**src/hdl/llac_pkg.sv**
```systemverilog
package llac_pkg;

  // field widths
  localparam int SampleW   = 10;
  localparam int TimeW     = 32;
  localparam int IntervalW = 16;
  localparam int CfgIdxW   = 3;
  localparam int CfgDataW  = 16;

  // packed stream widths
  localparam int InDataW   = 48;
  localparam int OutDataW  = 16;

  // configuration register indexes
  localparam logic [CfgIdxW-1:0] CFG_DARK_CRIT  = 3'd0;
  localparam logic [CfgIdxW-1:0] CFG_DARK_ATT   = 3'd1;
  localparam logic [CfgIdxW-1:0] CFG_LIGHT_ATT  = 3'd2;
  localparam logic [CfgIdxW-1:0] CFG_LIGHT_CRIT = 3'd3;
  localparam logic [CfgIdxW-1:0] CFG_INTERVAL   = 3'd4;

  // register reset values
  localparam logic [SampleW-1:0]   DARK_CRIT_RST  = 10'd450;
  localparam logic [SampleW-1:0]   DARK_ATT_RST   = 10'd600;
  localparam logic [SampleW-1:0]   LIGHT_ATT_RST  = 10'd800;
  localparam logic [SampleW-1:0]   LIGHT_CRIT_RST = 10'd950;
  localparam logic [IntervalW-1:0] INTERVAL_RST   = 16'd3000;

  typedef enum logic [1:0] {
    ST_NORMAL    = 2'd0,
    ST_ATTENTION = 2'd1,
    ST_CRITICAL  = 2'd2
  } llac_status_t;

  // threshold set handed to the classifier
  typedef struct packed {
    logic [SampleW-1:0] dark_crit;
    logic [SampleW-1:0] dark_att;
    logic [SampleW-1:0] light_att;
    logic [SampleW-1:0] light_crit;
  } llac_thresh_t;

  // classifier verdict
  typedef struct packed {
    llac_status_t status;
    logic         lamp_on;
  } llac_class_t;

endpackage

```
**src/hdl/llac_cell.sv**
```systemverilog
module llac_cell (
  input  logic                         clk,
  input  logic                         shift_en,
  input  logic [llac_pkg::SampleW-1:0] sample_in,
  output logic [llac_pkg::SampleW-1:0] sample_out
);
  import llac_pkg::*;

  logic [SampleW-1:0] sample_r;

  // one window slot: takes the neighbor's sample on every accepted request
  always_ff @(posedge clk) begin
    if (shift_en) begin
      sample_r <= sample_in;
    end
  end

  assign sample_out = sample_r;

endmodule

```
**src/hdl/llac_classify.sv**
```systemverilog
module llac_classify (
  input  logic [llac_pkg::SampleW-1:0] level,
  input  llac_pkg::llac_thresh_t       thresh,
  output llac_pkg::llac_class_t        verdict
);
  import llac_pkg::*;

  // fixed-priority band check, first match wins
  always_comb begin
    if (level < thresh.dark_crit) begin
      verdict.status = ST_CRITICAL;
    end else if (level < thresh.dark_att) begin
      verdict.status = ST_ATTENTION;
    end else if (level <= thresh.light_att) begin
      verdict.status = ST_NORMAL;
    end else if (level <= thresh.light_crit) begin
      verdict.status = ST_ATTENTION;
    end else begin
      verdict.status = ST_CRITICAL;
    end
    verdict.lamp_on = (level < thresh.dark_att);
  end

endmodule

```
**src/hdl/light_level_average_classifier_core.sv**
```systemverilog
// Moving-average light classifier. Samples shift through a chain of WINDOW
// cells; the cell at the end of the chain holds the oldest sample, which is
// subtracted from the running total as the new one is added. The first WINDOW
// requests only fill the chain and give no result; each later request gives
// one result (total update, then reciprocal-multiply average, band
// classification and report check). One request is taken per cycle; a result
// waiting at the output stalls the chain only once the middle stage is also
// full. The user must write threshold and interval registers through the cfg
// port only while no request is in flight; the block does not enforce this.
module light_level_average_classifier_core #(
  parameter int WINDOW = 5
) (
  input  logic                          clk,
  input  logic                          rst_n,
  // in_tdata: light_sample[9:0], now_ms[41:10], zero pad [47:42]
  input  logic [llac_pkg::InDataW-1:0]  in_tdata,
  // in_tuser: force_report[0]
  input  logic                          in_tuser,
  input  logic                          in_tvalid,
  output logic                          in_tready,
  // out_tdata: average_level[9:0], light_status[11:10], lamp_on[12],
  //            status_changed[13], report_request[14], zero pad [15]
  output logic [llac_pkg::OutDataW-1:0] out_tdata,
  output logic                          out_tvalid,
  input  logic                          out_tready,
  input  logic                          cfg_wr_en,
  input  logic [llac_pkg::CfgIdxW-1:0]  cfg_index,
  input  logic [llac_pkg::CfgDataW-1:0] cfg_wdata
);
  import llac_pkg::*;

  localparam int WinL   = $clog2(WINDOW);
  localparam int TotW   = SampleW + WinL;
  localparam int CntW   = $clog2(WINDOW + 1);
  localparam int Shift  = TotW + WinL;
  localparam int RecipW = Shift + 1;
  localparam int ProdW  = TotW + RecipW;
  // ceil(2^Shift / WINDOW): exact floor quotient for every total below 2^TotW
  localparam int RecipInt = ((1 << Shift) + WINDOW - 1) / WINDOW;
  localparam logic [RecipW-1:0] Recip = RecipW'(RecipInt);
  localparam logic [CntW-1:0]   WinCnt = CntW'(WINDOW);

  // configuration registers
  llac_thresh_t         thresh_r;
  logic [IntervalW-1:0] interval_r;

  always_ff @(posedge clk) begin
    if (!rst_n) begin
      thresh_r.dark_crit  <= DARK_CRIT_RST;
      thresh_r.dark_att   <= DARK_ATT_RST;
      thresh_r.light_att  <= LIGHT_ATT_RST;
      thresh_r.light_crit <= LIGHT_CRIT_RST;
      interval_r          <= INTERVAL_RST;
    end else if (cfg_wr_en) begin
      case (cfg_index)
        CFG_DARK_CRIT:  thresh_r.dark_crit  <= cfg_wdata[SampleW-1:0];
        CFG_DARK_ATT:   thresh_r.dark_att   <= cfg_wdata[SampleW-1:0];
        CFG_LIGHT_ATT:  thresh_r.light_att  <= cfg_wdata[SampleW-1:0];
        CFG_LIGHT_CRIT: thresh_r.light_crit <= cfg_wdata[SampleW-1:0];
        CFG_INTERVAL:   interval_r          <= cfg_wdata[IntervalW-1:0];
        default: ;
      endcase
    end
  end

  // handshake and flow control
  logic s1_valid_r, s1_valid_nxt;
  logic out_valid_r;
  logic out_move, s1_move, in_acc;

  assign out_move  = !out_valid_r || out_tready;
  assign s1_move   = !s1_valid_r || out_move;
  assign in_tready = s1_move;
  assign in_acc    = in_tvalid && in_tready;

  // input fields
  logic [SampleW-1:0] in_sample;
  logic [TimeW-1:0]   in_now;
  assign in_sample = in_tdata[SampleW-1:0];
  assign in_now    = in_tdata[SampleW +: TimeW];

  // sample chain
  logic [SampleW-1:0] tap [WINDOW+1];
  assign tap[0] = in_sample;

  for (genvar i = 0; i < WINDOW; i++) begin : g_cell
    llac_cell u_cell (
      .clk        (clk),
      .shift_en   (in_acc),
      .sample_in  (tap[i]),
      .sample_out (tap[i+1])
    );
  end

  // priming count and running total
  logic [CntW-1:0] prime_cnt_r, prime_cnt_nxt;
  logic [TotW-1:0] total_r, total_nxt;
  logic            primed;

  assign primed = (prime_cnt_r == WinCnt);

  always_comb begin
    prime_cnt_nxt = prime_cnt_r;
    total_nxt     = total_r;
    s1_valid_nxt  = s1_valid_r;
    if (s1_move) begin
      s1_valid_nxt = in_acc && primed;
    end
    if (in_acc) begin
      if (primed) begin
        total_nxt = total_r + TotW'(in_sample) - TotW'(tap[WINDOW]);
      end else begin
        total_nxt     = total_r + TotW'(in_sample);
        prime_cnt_nxt = prime_cnt_r + CntW'(1);
      end
    end
  end

  // stage 1 context of the request
  logic [TimeW-1:0] s1_now_r;
  logic             s1_force_r;

  always_ff @(posedge clk) begin
    if (!rst_n) begin
      prime_cnt_r <= '0;
      total_r     <= '0;
      s1_valid_r  <= 1'b0;
    end else begin
      prime_cnt_r <= prime_cnt_nxt;
      total_r     <= total_nxt;
      s1_valid_r  <= s1_valid_nxt;
    end
  end

  always_ff @(posedge clk) begin
    if (in_acc) begin
      s1_now_r   <= in_now;
      s1_force_r <= in_tuser;
    end
  end

  // stage 2: average by reciprocal multiply
  logic [ProdW-1:0]   prod;
  logic [SampleW-1:0] avg;
  assign prod = ProdW'(total_r) * ProdW'(Recip);
  assign avg  = prod[Shift +: SampleW];

  llac_class_t verdict;
  llac_classify u_classify (
    .level   (avg),
    .thresh  (thresh_r),
    .verdict (verdict)
  );

  // status change and report check
  llac_status_t     last_status_r;
  logic [TimeW-1:0] last_report_ms_r;
  logic [TimeW-1:0] elapsed;
  logic             due, changed, report;
  logic             s2_fire;

  assign s2_fire = s1_valid_r && out_move;
  assign elapsed = s1_now_r - last_report_ms_r;
  assign due     = (elapsed >= TimeW'(interval_r));
  assign changed = (verdict.status != last_status_r);
  assign report  = due || changed || s1_force_r;

  always_ff @(posedge clk) begin
    if (!rst_n) begin
      last_status_r    <= ST_NORMAL;
      last_report_ms_r <= '0;
    end else if (s2_fire) begin
      last_status_r <= verdict.status;
      if (due) begin
        last_report_ms_r <= s1_now_r;
      end
    end
  end

  // output register
  logic [OutDataW-1:0] out_data_r;

  always_ff @(posedge clk) begin
    if (!rst_n) begin
      out_valid_r <= 1'b0;
    end else if (out_move) begin
      out_valid_r <= s1_valid_r;
    end
  end

  always_ff @(posedge clk) begin
    if (s2_fire) begin
      out_data_r <= {1'b0, report, changed, verdict.lamp_on, verdict.status, avg};
    end
  end

  assign out_tvalid = out_valid_r;
  assign out_tdata  = out_data_r;

  // checks
  a_no_result_unprimed: assert property (@(posedge clk) disable iff (!rst_n)
    s1_valid_r |-> primed)
    else $error("result pending before window filled");

  a_change_reports: assert property (@(posedge clk) disable iff (!rst_n)
    out_tvalid && out_tdata[13] |-> out_tdata[14])
    else $error("status change without report request");

  a_lamp_not_normal: assert property (@(posedge clk) disable iff (!rst_n)
    out_tvalid && out_tdata[12] |-> out_tdata[11:10] != ST_NORMAL)
    else $error("lamp on while status normal");

  a_report_time: assert property (@(posedge clk) disable iff (!rst_n)
    s2_fire && due |=> last_report_ms_r == $past(s1_now_r))
    else $error("report timestamp not updated");

endmodule
```
**config.mk**
```make
export PLATFORM = sky130hd
export DESIGN_NAME = light_level_average_classifier_core
export DESIGN_NICKNAME = d
export VERILOG_FILES = /design/src/hdl/llac_pkg.sv /design/src/hdl/llac_cell.sv /design/src/hdl/llac_classify.sv /design/src/hdl/light_level_average_classifier_core.sv
export SDC_FILE = /design/constraint.sdc
export NUM_CORES = 1
export LEC_CHECK = 0
export BUFFER_PORTS_ARGS = -buffer_cell sky130_fd_sc_hd__buf_2
export CAP_MARGIN = 20
export CORE_ASPECT_RATIO = 1.4
export CORE_UTILIZATION = 43
export CTS_CLUSTER_SIZE = 30
export DETAILED_ROUTE_END_ITERATION = 12
export SLEW_MARGIN = 20
export SYNTH_ARGS = -nofsm -noshare
export SYNTH_HDL_FRONTEND = slang
export SYNTH_SLANG_ARGS = --single-unit
```
**constraint.sdc**
```tcl
create_clock -name clk -period 11.6 [get_ports clk]
set_input_delay 0.58 -clock clk [delete_from_list [all_inputs] [get_ports clk]]
set_output_delay 0.58 -clock clk [all_outputs]
set_load 0.01 [all_outputs]
```
After elaboration in Yosys (flattened, before gate mapping) --
Cells that the tools add are included.
Word-level totals: flip-flop bits (word level) 206, input bits 73, output and inout port bits 18, word-level logic and storage cells 58
Cells by class: $add $sub $neg 4, multiply operators 1, $lt $le $gt $ge 5, eq/ne operators 6, muxes and demuxes 5, bitwise operators 1, reductions and logical operators 17
Operators by type and width (number):
- >= comparator 32 x 16 -> 1 bit | 1
- subtractor 32 bit | 1
- multiplier 13 x 12 -> 24 bit (second input constant) | 1
- less-or-equal comparator 10 bit | 2
- less-than comparator 10 bit | 2
- AND reduction 2 bit | 7
- adder 13 x 10 -> 13 bit | 1
- two-way mux 13 bit | 1
- subtractor 13 x 10 -> 13 bit | 1
- two-way mux 2 bit | 4
- equality test 3 x 2 -> 1 bit (second input constant) | 2
- equality test 3 bit (second input constant) | 2
- logical OR 1 bit | 4
- adder 3 x 1 -> 3 bit (second input constant) | 1
- equality test 3 x 1 -> 1 bit (second input constant) | 1
- logical AND 1 bit | 3
- logical NOT 3 bit | 1
- logical NOT 1 bit | 2
- inequality test 2 bit | 1
- inverter 1 bit | 1

Logic depth before layout (Yosys ltp) --
Gate-level depths: netlist of run 1.
word-level depth 9, gate-level depth with buffers 29, depth with buffers taken out 29

Cells and area by module --
From an unflattened synthesis of run 1, not the netlist that was laid out.
Unflattened totals: cells, all modules 1554, area total of the unflattened synthesis 14475.1 µm²
Modules (own cells, without submodules):
- light_level_average_classifier_core | times used 1, cells an instance 1370, area each 12014.0 µm², seq. area each 3603.5 µm²
- llac_cell | times used 5, cells an instance 10, area each 300.3 µm², seq. area each 300.3 µm²
- llac_classify | times used 1, cells an instance 134, area each 959.7 µm², seq. area each 0.0 µm²

Worst setup path before layout of run 1 --
OpenSTA, ideal clock, no wires.
path kind register to register, from register total_r[1], to register out_data_r[14] (netlist: out_tdata[14]) (data pin), setup time 139 ps, arrival time 6514 ps, data required time 11461 ps, setup slack 4947 ps, stages on the path, launching flop included 29, buffers on the path 0, clock period less this slack 6653 ps, path through dfxtp_1 ha_1 ha_1 inv_1 fa_1 inv_1 fa_1 inv_1 fa_1 inv_1 ha_1 a211o_1 or3_1 o221a_2 o21a_1 o21a_1 nor2_1 xnor2_1 ha_1 a21o_1 a21o_1 a21oi_1 o21ai_0 a31oi_1 nand3b_1 o21ai_0 o21bai_1 a211o_1 nand4b_1
RTL lines:
- from (decl) | line light_level_average_classifier_core.sv:97 | logic [TotW-1:0] total_r, total_nxt;
- from (signal assigned) | line light_level_average_classifier_core.sv:130 | total_r <= total_nxt;
- to (signal assigned) | line light_level_average_classifier_core.sv:193 | out_data_r <= {1'b0, report, changed, verdict.lamp_on, verdict.status, avg};
- to (decl) | line light_level_average_classifier_core.sv:181 | logic [OutDataW-1:0] out_data_r;

==> run metrics, run 1 <==
outcome=finished clean; post-placement cell count=approximately 1,900; Avg WL per Cell=between 15 and 20 microns; Net Sw Frac=35.5%; io pins=91; most area-hungry cell type in the Yosys netlist=edfxtp_1; Worst-path clk slew=about 0.060 ns; Slew HR=a little over a third; final hold violations=0; CTS sink count=between 200 and 250; Core Area=31,800 sq um; DR iter-0 viols=between 400 and 500; die width=about 150 microns; post-synth top area share=between 20% and 30%; DRT Pass-1 Iters=6; CTS tree=done; most numerous cell in the Yosys netlist=inv_1; post-synthesis sequential area ratio=36.5%; leakage=approximately 6.9 nW; synthesized net count=1,795; Seq cells post-synth=about 210; worst-case clock buffer depth=3; Critical-path top delay cell=o21ai_0; vias per inst=5.30; antenna violations before repair=0; most frequent cells after synthesis=217 x inv_1, 206 x nand2_1, 194 x ha_1; Ys Warns=0; Clock power frac=around 28%; net switching power=just under 900 uW; DRC Markers=0; Synth-to-Final Area Change=10.4%; Slew @ Worst Pin=about 0.96 ns; synthesized area=around 14,000 sq um; vias=10,400; worst stage delay on the critical path=about 0.59 ns; setup tns final=0 ns; CTS Hold Bufs=0; Fin Clk Skew=0.00585 ns; non-filler cells, final=a little under 2,000; Internal Dissipation=roughly 1.6 mW; Cells after Synth=about 1,500; crit path max fanout=8; met2 Usage GRT=about a third; RSZ-0062 raised after global routing=no; global-route wire length before repair=51,200 microns; Post-synth top flop=dfxtp_1; async set or reset register ratio after synthesis=0%; Max Cap Violations=0; Worst setup EP type=register; Reg power frac=around a third; Initial Util=44.0%; H-tree depth=1; Min-Delay Startpoint=in_tdata[18]; Max IR drop VDD=0.000175 V; TritonCTS Buffers=23; met3 Resource Use GR=2.17%; Global Route Usage Sum=19.3%; Die ar.=approximately 33,000 sq um; Die Height=around 220 microns; CTS Root Cell=clkbuf_16; busiest grt layer=met2; Setup Fix Bufs, Post-CTS=0; row count=just under 80; share of layout cells above drive strength 1=between 8 and 9%; nets=between 1,500 and 2,000; worst hold slack=~0.23 ns; Routed WL=~31,000 microns; setup violators final=0; power density over the cells=160 nW/um^2; Crit Path Category=register to register; dpl hpwl=between 20,000 and 25,000 microns; final design utilization=between 40% and 50%; startpoint types=register; largest net degree at the start of global routing=94; number of inserted diodes=0; FMAX=between 0.1 and 0.15 GHz; minimum clock period after layout=a little under 8 ns; Min-Delay Path Class=input pin to register; vias in the first global route=roughly 10,000; clk_lat worst skew=between 0.5 and 0.6 ns; port buffer count=83; GR Overflow Total=0; WP data required=11.98 ns; Area contributors post-synth=edfxtp_1 21%, ha_1 17%, dfxtp_1 15%; met1 Use GR=about a quarter; count of different cell masters after synthesis=between 60 and 70; final period utilization=between 60 and 70%; Critical path origin=total_r[1]; logic gate share of total power=about two fifths; r2r startpoint=total_r[1]; PostCTS Resize Cnt=0; GPL Wtd Cong=around 0.9; DRT antenna net count=0; Worst EP arrival=around 8.2 ns; number of enable flip-flop cells after synthesis=just under 100; syn avg cell area=9.44 sq um; max-slew violation count=0
[per-stage QoR]
stage / power (mW) / cell area [sq um] / setup slack (ns)
after floorplan: 1.53 / 14000 / 4.95
after global placement: 1.79 / 14800 / 3.84
after detailed placement: 1.81 / 14800 / 3.81
after CTS: 2.51 / 15400 / 3.74
after global routing: 2.69 / 15400 / 3.36
final: 2.47 / 15400 / 3.77
[state kept, by name, summed over array words and instances, names as in the netlist, 2 cells and up]
name,cells
thresh_r,40
interval_r,16
last_status_r,2
s1_now_r,32
out_tdata,15
prime_cnt_r,3
last_report_ms_r,32
g_cell.u_cell.sample_out,50
total_r,13
[cell type report]
cell class | instances | area [sq um]
fillers | 3006 | 16300
multi-input cells | 1015 | 7890
flip-flops and latches | 206 | 5100
inverters | 217 | 817
clock buffers | 36 | 664
well taps | 395 | 494
repair buffers | 88 | 453
clock inverters | 5 | 30.0
[worst paths after layout]
kind,to,slack (ns),depth (start not counted)
worst min register to register,g_cell[4].u_cell.sample_out[5],0.42,0
worst min-delay path,s1_now_r[8],0.23,1
worst max register to register,out_tdata[14],3.77,28
worst max-delay path,out_tdata[14],3.77,28
[metal layers]
metal | share of wire [%] | routed length (microns) | vias up
li1 | - | - | 5260
met1 | 43 | 13500 | 4900
met2 | 50 | 15700 | 172
met3 | 3.4 | 1080 | 60
met4 | 3.4 | 1060 | 0
met5 | 0 | 0 | -
[worst max-delay path: cells and delay by family (launching register included)]
family / cells / cell delay (ns)
buf+inv: 4 / 0.21
xor+xnor: 1 / 0.38
flops: 1 / 0.57
compound gates: 12 / 3.03
simple gates: 4 / 0.60
fa+ha+maj: 7 / 2.92
[power groups by stage]
stage | clock, mW | combinational [mW] | sequential, mW
6_report | 0.682 | 0.954 | 0.831
5_1_grt | 0.730 | 1.12 | 0.835
4_1_cts | 0.705 | 0.973 | 0.832
3_5_place_dp | 0 | 0.963 | 0.847
3_3_place_gp | 0 | 0.946 | 0.846
2_1_floorplan | 0 | 0.698 | 0.837
[cell families after synthesis]
kind of cell,count (synthesis),share of synthesized area (%)
other cells,1,0.0268
simple gates,386,12.4
compound gates,301,14.2
mux,36,2.58
fa+ha+maj,239,23.8
xor+xnor,52,3.25
flops,206,36.5
buf+inv,262,7.23
[cells in the final DEF, fill, tap and decap left out, types with 20 or more instances in the layout]
master / count
inv_1: 216
nand2_1: 206
ha_1: 194
dfxtp_1: 108
a21oi_1: 104
edfxtp_1: 98
buf_2: 83
nor2_1: 62
fa_1: 45
o21ai_0: 37
a21o_1: 37
mux2i_1: 35
o211ai_1: 33
xnor2_1: 33
clkbuf_16: 23
nor3_1: 21
nand4_1: 20
(Power assumes the default switching activity.)
==> run 2, diff against run 1 <==
==> constraint.sdc (replaced) <==
create_clock -name clk -period 6.4 [get_ports clk]
set_input_delay 0.32 -clock clk [delete_from_list [all_inputs] [get_ports clk]]
set_output_delay 0.32 -clock clk [all_outputs]
set_load 0.01 [all_outputs]
==> run 2 against run 1 <==
Clock power rose by 98%; via count rose by 4.4%; maximum frequency rose by 21%; non-clock buffer count rose by 111; setup slack got worse by 3.8 ns; cell count rose by 5.8%; global-route usage rose by 0.91 points; the flow now finishes with violations (negative setup slack).
==> run metrics, run 2 (synthesis results as in run 1) <==
Max Cap Violations=0 (unchanged); setup slack after layout=-0.0781 ns (was 3.77 ns); GR Overflow Total=0 (unchanged); DRT Pass-1 Iters=5 (was 6); Worst setup EP type=register (unchanged); die width=154 microns (unchanged); Slew HR=42.1% (was 35.8%); final hold violations=0 (unchanged); Slew @ Worst Pin=0.868 ns (was 0.962 ns); filler cell count=2,898 (was 3,006); nets=1,975 (was 1,863); Hold Path Depth=1 (unchanged); power density over the cells=297 nW/um^2 (was 160 nW/um^2); failing checks=negative setup slack; DRT antenna net count=0 (unchanged); met2 wire len=17,000 microns (was 15,700 microns); most frequent cells in the layout=211 x inv_1, 206 x nand2_1, 176 x ha_1 (was 216 x inv_1, 206 x nand2_1, 194 x ha_1); clk_lat worst skew=0.53 ns (was 0.52 ns); DR iter-0 viols=488 (was 468); CP most frequent cell=ha_4; most common cell after layout, fill and taps aside=inv_1 (unchanged); RSZ-0062 raised after global routing=yes (was no); vias per inst=5.23 (was 5.30); CTS sink count=206 (unchanged); GPL Wtd Cong=0.877 (was 0.924); outcome=finished, violations left (was finished clean); startpoint types=register (unchanged); setup violators final=2 (was 0); crit path max fanout=4 (was 8); non-filler cells, final=2,075 (was 1,962); share of layout cells above drive strength 1=15.8% (was 8.81%); largest net degree at the start of global routing=65 (was 94); minimum clock period after layout=6.48 ns (was 7.83 ns); Critical-path top delay cell=fa_1 (was o21ai_0); DR top layer=met4 (unchanged); antenna violations before repair=0 (unchanged); CTS Root Cell=clkbuf_16 (unchanged); FMAX=0.154 GHz (was 0.128 GHz); worst stage delay on the critical path=0.53 ns (was 0.59 ns); io pins=91 (unchanged); WP data required=6.79 ns (was 11.98 ns); number of inserted diodes=0 (unchanged); DRC Markers=0 (unchanged); Initial Util=44.0% (unchanged); Fin Clk Skew=0.0173 ns (was 0.00585 ns); vias=10,900 (was 10,400); final period utilization=101% (was 67.5%); Worst-path clk slew=0.06 ns (about the same); vias in the first global route=10,800 (was 10,300); Max IR drop VDD=0.000225 V (was 0.000175 V); H-tree depth=1 (unchanged); Worst EP arrival=6.87 ns (was 8.21 ns); CTS tree=done (unchanged); leakage=7.51 nW (was 6.88 nW); max reg flops=50 (unchanged); port buffer count=83 (unchanged); global-route wire length before repair=53,900 microns (was 51,200 microns); path depth of the worst reg2reg path=28 (unchanged); Routed WL=33,200 microns (was 31,300 microns); Design Power=5.01 mW (was 2.47 mW); TritonCTS Buffers=24 (was 23); Synth-to-Final Area Change=20.7% (was 10.4%); dpl hpwl=25,500 microns (was 23,700 microns); met3 WL=967 microns (was 1080 microns); Die Height=215 microns (unchanged); Global Route Usage Sum=20.2% (was 19.3%); Crit Path Category=register to register (unchanged); worst-case clock buffer depth=3 (unchanged); Avg WL per Cell=16.0 microns (about the same); M1 WL=14,500 microns (was 13,500 microns); post-placement cell count=1,983 (was 1,921); setup tns final=-0.123 ns (was 0 ns); row count=77 (unchanged); Core Area=31,800 sq um (unchanged); Die ar.=33,300 sq um (unchanged); max-slew violation count=0 (unchanged); Min-Delay Path Class=input pin to register (unchanged); worst hold slack=0.0505 ns (was 0.234 ns)
run 2: routing by layer:
layer / vias up / GRT usage [%]
li1: 5472 / -
met5: - / 0
met3: 52 / 1.75
met4: 0 / 6.01
met2: 184 / 37.8
met1: 5142 / 24.3
run 2: critical path: cells and delay by family (launching register included):
family | cells | cell delay (ns)
adders and majority gates | 7 | 2.49
AOI/OAI and AO/OA | 12 | 2.37
and+or+nand+nor | 4 | 0.75
DFF | 1 | 0.37
xor gates and xnor gates | 1 | 0.19
buffers and inverters | 4 | 0.17
run 2: timing repair:
action / CTS / global route
setup endpoints to repair: 7 / 7
gates resized for setup: 44 / 20
buffers inserted: 5 / 3
hold buffers: 40 / 1
pin swaps: 48 / 37
hold endpoints to repair: 40 / 1
run 2: final cells by class:
cell class / count / area [sq um] / share of cell area, %
Clock buffer: 35 / 714 / 4.23
Multi-Input combinational cell: 1015 / 8260 / 48.9
Sequential cell: 206 / 5120 / 30.3
Clock inverter: 8 / 72.6 / 0.430
Timing Repair Buffer: 199 / 1420 / 8.38
Tap cell: 395 / 494 / 2.93
Inverter: 217 / 817 / 4.84
run 2: path summary, 6_finish.rpt:
check,startpoint,to,slack [ns]
min,in_tdata[1],g_cell[0].u_cell.sample_out[1],0.05
max,total_r[1],out_tdata[14],-0.08
min reg2reg,g_cell[1].u_cell.sample_out[2],g_cell[2].u_cell.sample_out[2],0.42
max reg2reg,total_r[1],out_tdata[14],-0.08
run 2: through the flow:
step	util, %	setup slack, ns	area, sq um
final	53.1	-0.0781	16900
after global routing	53.1	-0.274	16900
after CTS	52.7	-0.117	16700
after detailed placement	48.0	-0.489	15300
after global placement	48.0	-0.342	15300
after floorplan	-	0.00285	14000
run 2: power breakdown:
part / internal (mW) / leakage (nW) / switching (mW)
combinational: 1.02 / 5.30 / 1.14
sequential: 1.46 / 1.82 / 0.0347
clock: 0.815 / 0.388 / 0.538
==> run 3, diff against run 2 <==
--- a/config.mk
+++ b/config.mk
@@ -5,12 +5,14 @@
 export SDC_FILE = /design/constraint.sdc
 export NUM_CORES = 1
 export LEC_CHECK = 0
+export ABC_CLOCK_PERIOD_IN_PS = 8200
 export BUFFER_PORTS_ARGS = -buffer_cell sky130_fd_sc_hd__buf_2
 export CAP_MARGIN = 20
 export CORE_ASPECT_RATIO = 1.4
-export CORE_UTILIZATION = 43
+export CORE_UTILIZATION = 59
 export CTS_CLUSTER_SIZE = 30
 export DETAILED_ROUTE_END_ITERATION = 12
+export PLACE_DENSITY = 0.78
 export SLEW_MARGIN = 20
 export SYNTH_ARGS = -nofsm -noshare
 export SYNTH_HDL_FRONTEND = slang
==> constraint.sdc (replaced) <==
create_clock -name clk -period 8.2 [get_ports clk]
set_input_delay 0.41 -clock clk [delete_from_list [all_inputs] [get_ports clk]]
set_output_delay 0.41 -clock clk [all_outputs]
set_load 0.01 [all_outputs]
==> run 3 against run 2 <==
Largest power group unchanged; the run now ends clean; cell count down 9.6%; routed wire length down 7.0%; combinational power fell by 36%; global-route usage rose by 5.8 points; clock power down 24%; sequential share of layout area grew 2.8 points; core utilization up 13 points; final area shrank 8.7%; clock skew down 0.0063 ns; total power fell by 29%; count of clock-buffer cells in the layout decreased by 4.
==> run metrics, run 3 (synthesis results as in run 1) <==
final hold violations=0 (unchanged); Die ar.=24,400 sq um (was 33,300 sq um); DR iter-0 viols=555 (was 488); outcome=finished clean (was finished, violations left); CTS Hold Bufs=0 (was 40); setup tns final=0 ns (was -0.123 ns); DP Area=14,700 sq um (was 15,300 sq um); met1 Use GR=29.8% (was 24.3%); max-slew violation count=0 (unchanged); max reg flops=50 (unchanged); Routed WL=30,900 microns (was 33,200 microns); port buffer count=83 (unchanged); post-place setup slack=0.585 ns (was -0.489 ns); Initial Util=60.1% (was 44.0%); DRT antenna net count=0 (unchanged); busiest grt layer=met2 (unchanged); area occupied by multi-input gates=7890 sq um (was 8260 sq um); global-route wire length before repair=51,100 microns (was 53,900 microns); CTS Root Cell=clkbuf_16 (unchanged); worst-case clock buffer depth=3 (unchanged); Worst EP arrival=8.02 ns (was 6.87 ns); Slew HR=36.4% (was 42.1%); leakage=6.94 nW (was 7.51 nW); CTS tree=done (unchanged); Max IR drop VDD=0.000378 V (was 0.000225 V); setup slack after layout=0.539 ns (was -0.0781 ns); clk_lat worst skew=0.51 ns (was 0.53 ns); TritonCTS Buffers=22 (was 24); Global Route Usage Sum=26.0% (was 20.2%); met2 Usage GRT=49.6% (was 37.8%); DRT Pass-1 Iters=5 (unchanged); setup violators final=0 (was 2); Synth-to-Final Area Change=10.2% (was 20.7%); Min-Delay Path Class=input pin to register (unchanged); final design utilization=66.2% (was 53.1%); met3 Resource Use GR=2.75% (was 1.75%); startpoint types=register (unchanged); vias per inst=5.67 (was 5.23); vias=10,600 (was 10,900); CTS sink count=206 (unchanged); H-tree depth=1 (unchanged); worst stage delay on the critical path=0.57 ns (was 0.53 ns); Slew @ Worst Pin=0.954 ns (was 0.868 ns); most frequent cells in the layout=216 x inv_1, 206 x nand2_1, 194 x ha_1 (was 211 x inv_1, 206 x nand2_1, 176 x ha_1); io pins=91 (unchanged); Critical-path top delay cell=dfxtp_1 (was fa_1); DRC Markers=0 (unchanged); minimum clock period after layout=7.66 ns (was 6.48 ns); Crit Path Category=register to register (unchanged); most common cell after layout, fill and taps aside=inv_1 (unchanged); RSZ-0062 raised after global routing=no (was yes); row count=66 (was 77); Core Area=23,300 sq um (was 31,800 sq um); GPL Wtd Cong=0.924 (was 0.877); die width=132 microns (was 154 microns); Worst-path clk slew=0.06 ns (about the same); antenna violations before repair=0 (unchanged); number of inserted diodes=0 (unchanged); Worst setup EP type=register (unchanged); nets=1,866 (was 1,975); FMAX=0.131 GHz (was 0.154 GHz); power density over the cells=232 nW/um^2 (was 297 nW/um^2); Worst Path Buf+Inv=4 (unchanged); dpl hpwl=23,300 microns (was 25,500 microns); PostCTS Resize Cnt=0 (was 44); Crit path max-delay family=adder cells (unchanged); Die Height=184 microns (was 215 microns); register area=5100 sq um (was 5120 sq um); crit path max fanout=8 (was 4); Setup Fix Bufs, Post-CTS=0 (was 5); WP data required=8.56 ns (was 6.79 ns); Fin Clk Skew=0.0110 ns (was 0.0173 ns); Max Cap Violations=0 (unchanged); GR Overflow Total=0 (unchanged); final instance area=15,400 sq um (was 16,900 sq um); filler cell count=1,938 (was 2,898); vias in the first global route=10,700 (was 10,800); share of layout cells above drive strength 1=9.30% (was 15.8%); largest net degree at the start of global routing=95 (was 65); final period utilization=93.4% (was 101%); Avg WL per Cell=16.5 microns (was 16.0 microns)
==> run 3: worst reg2reg max path, delay by kind of cell, from the launching register on <==
family                     cells  cell delay [ns]
AOI/OAI and AO/OA             12             2.86
adders and majority gates      7             2.92
buffers and inverters          4             0.22
and+or+nand+nor                4             0.62
DFF                            1             0.57
xor gates and xnor gates       1             0.34
==> run 3: final cells by class <==
type,instances,area share (%)
multi-input cells,1015,51.1
flip-flops and latches,206,33.1
inverters,217,5.30
clock buffers,31,4.19
repair buffers,92,3.13
well taps,306,2.48
clock inverters,9,0.673
==> run 3: routing by layer <==
layer  vias to the layer above  routed length, microns
met4                         0                     959
met1                      5106                   12800
met2                       200                   16100
met3                        67                    1020
met5                         -                       0
li1                       5261                       -
==> run 3: path summary, 6_finish.rpt <==
| path | endpoint | start | cells after the start | slack, ns |
|---|---|---|---|---|
| max | out_tdata[14] | total_r[1] | 28 | 0.54 |
| min | s1_now_r[3] | in_tdata[13] | 1 | 0.08 |
| max reg2reg | out_tdata[14] | total_r[1] | 28 | 0.54 |
| min reg2reg | g_cell[3].u_cell.sample_out[1] | g_cell[2].u_cell.sample_out[1] | 0 | 0.42 |
==> run 3: where the power goes <==
| part | internal (mW) | switching [mW] |
|---|---|---|
| registers | 1.14 | 0.0348 |
| logic | 0.584 | 0.798 |
| clock network | 0.616 | 0.407 |
| total | 2.34 | 1.24 |
==> run 3: through the flow <==
stage,instances,power (mW),hold WS (ns)
floorplan,1483,2.17,0.400
global placement,1836,2.51,0.402
detailed placement,1836,2.57,0.405
CTS,1876,3.61,0.0663
global route,1876,3.84,0.0659
finish,1876,3.58,0.0815
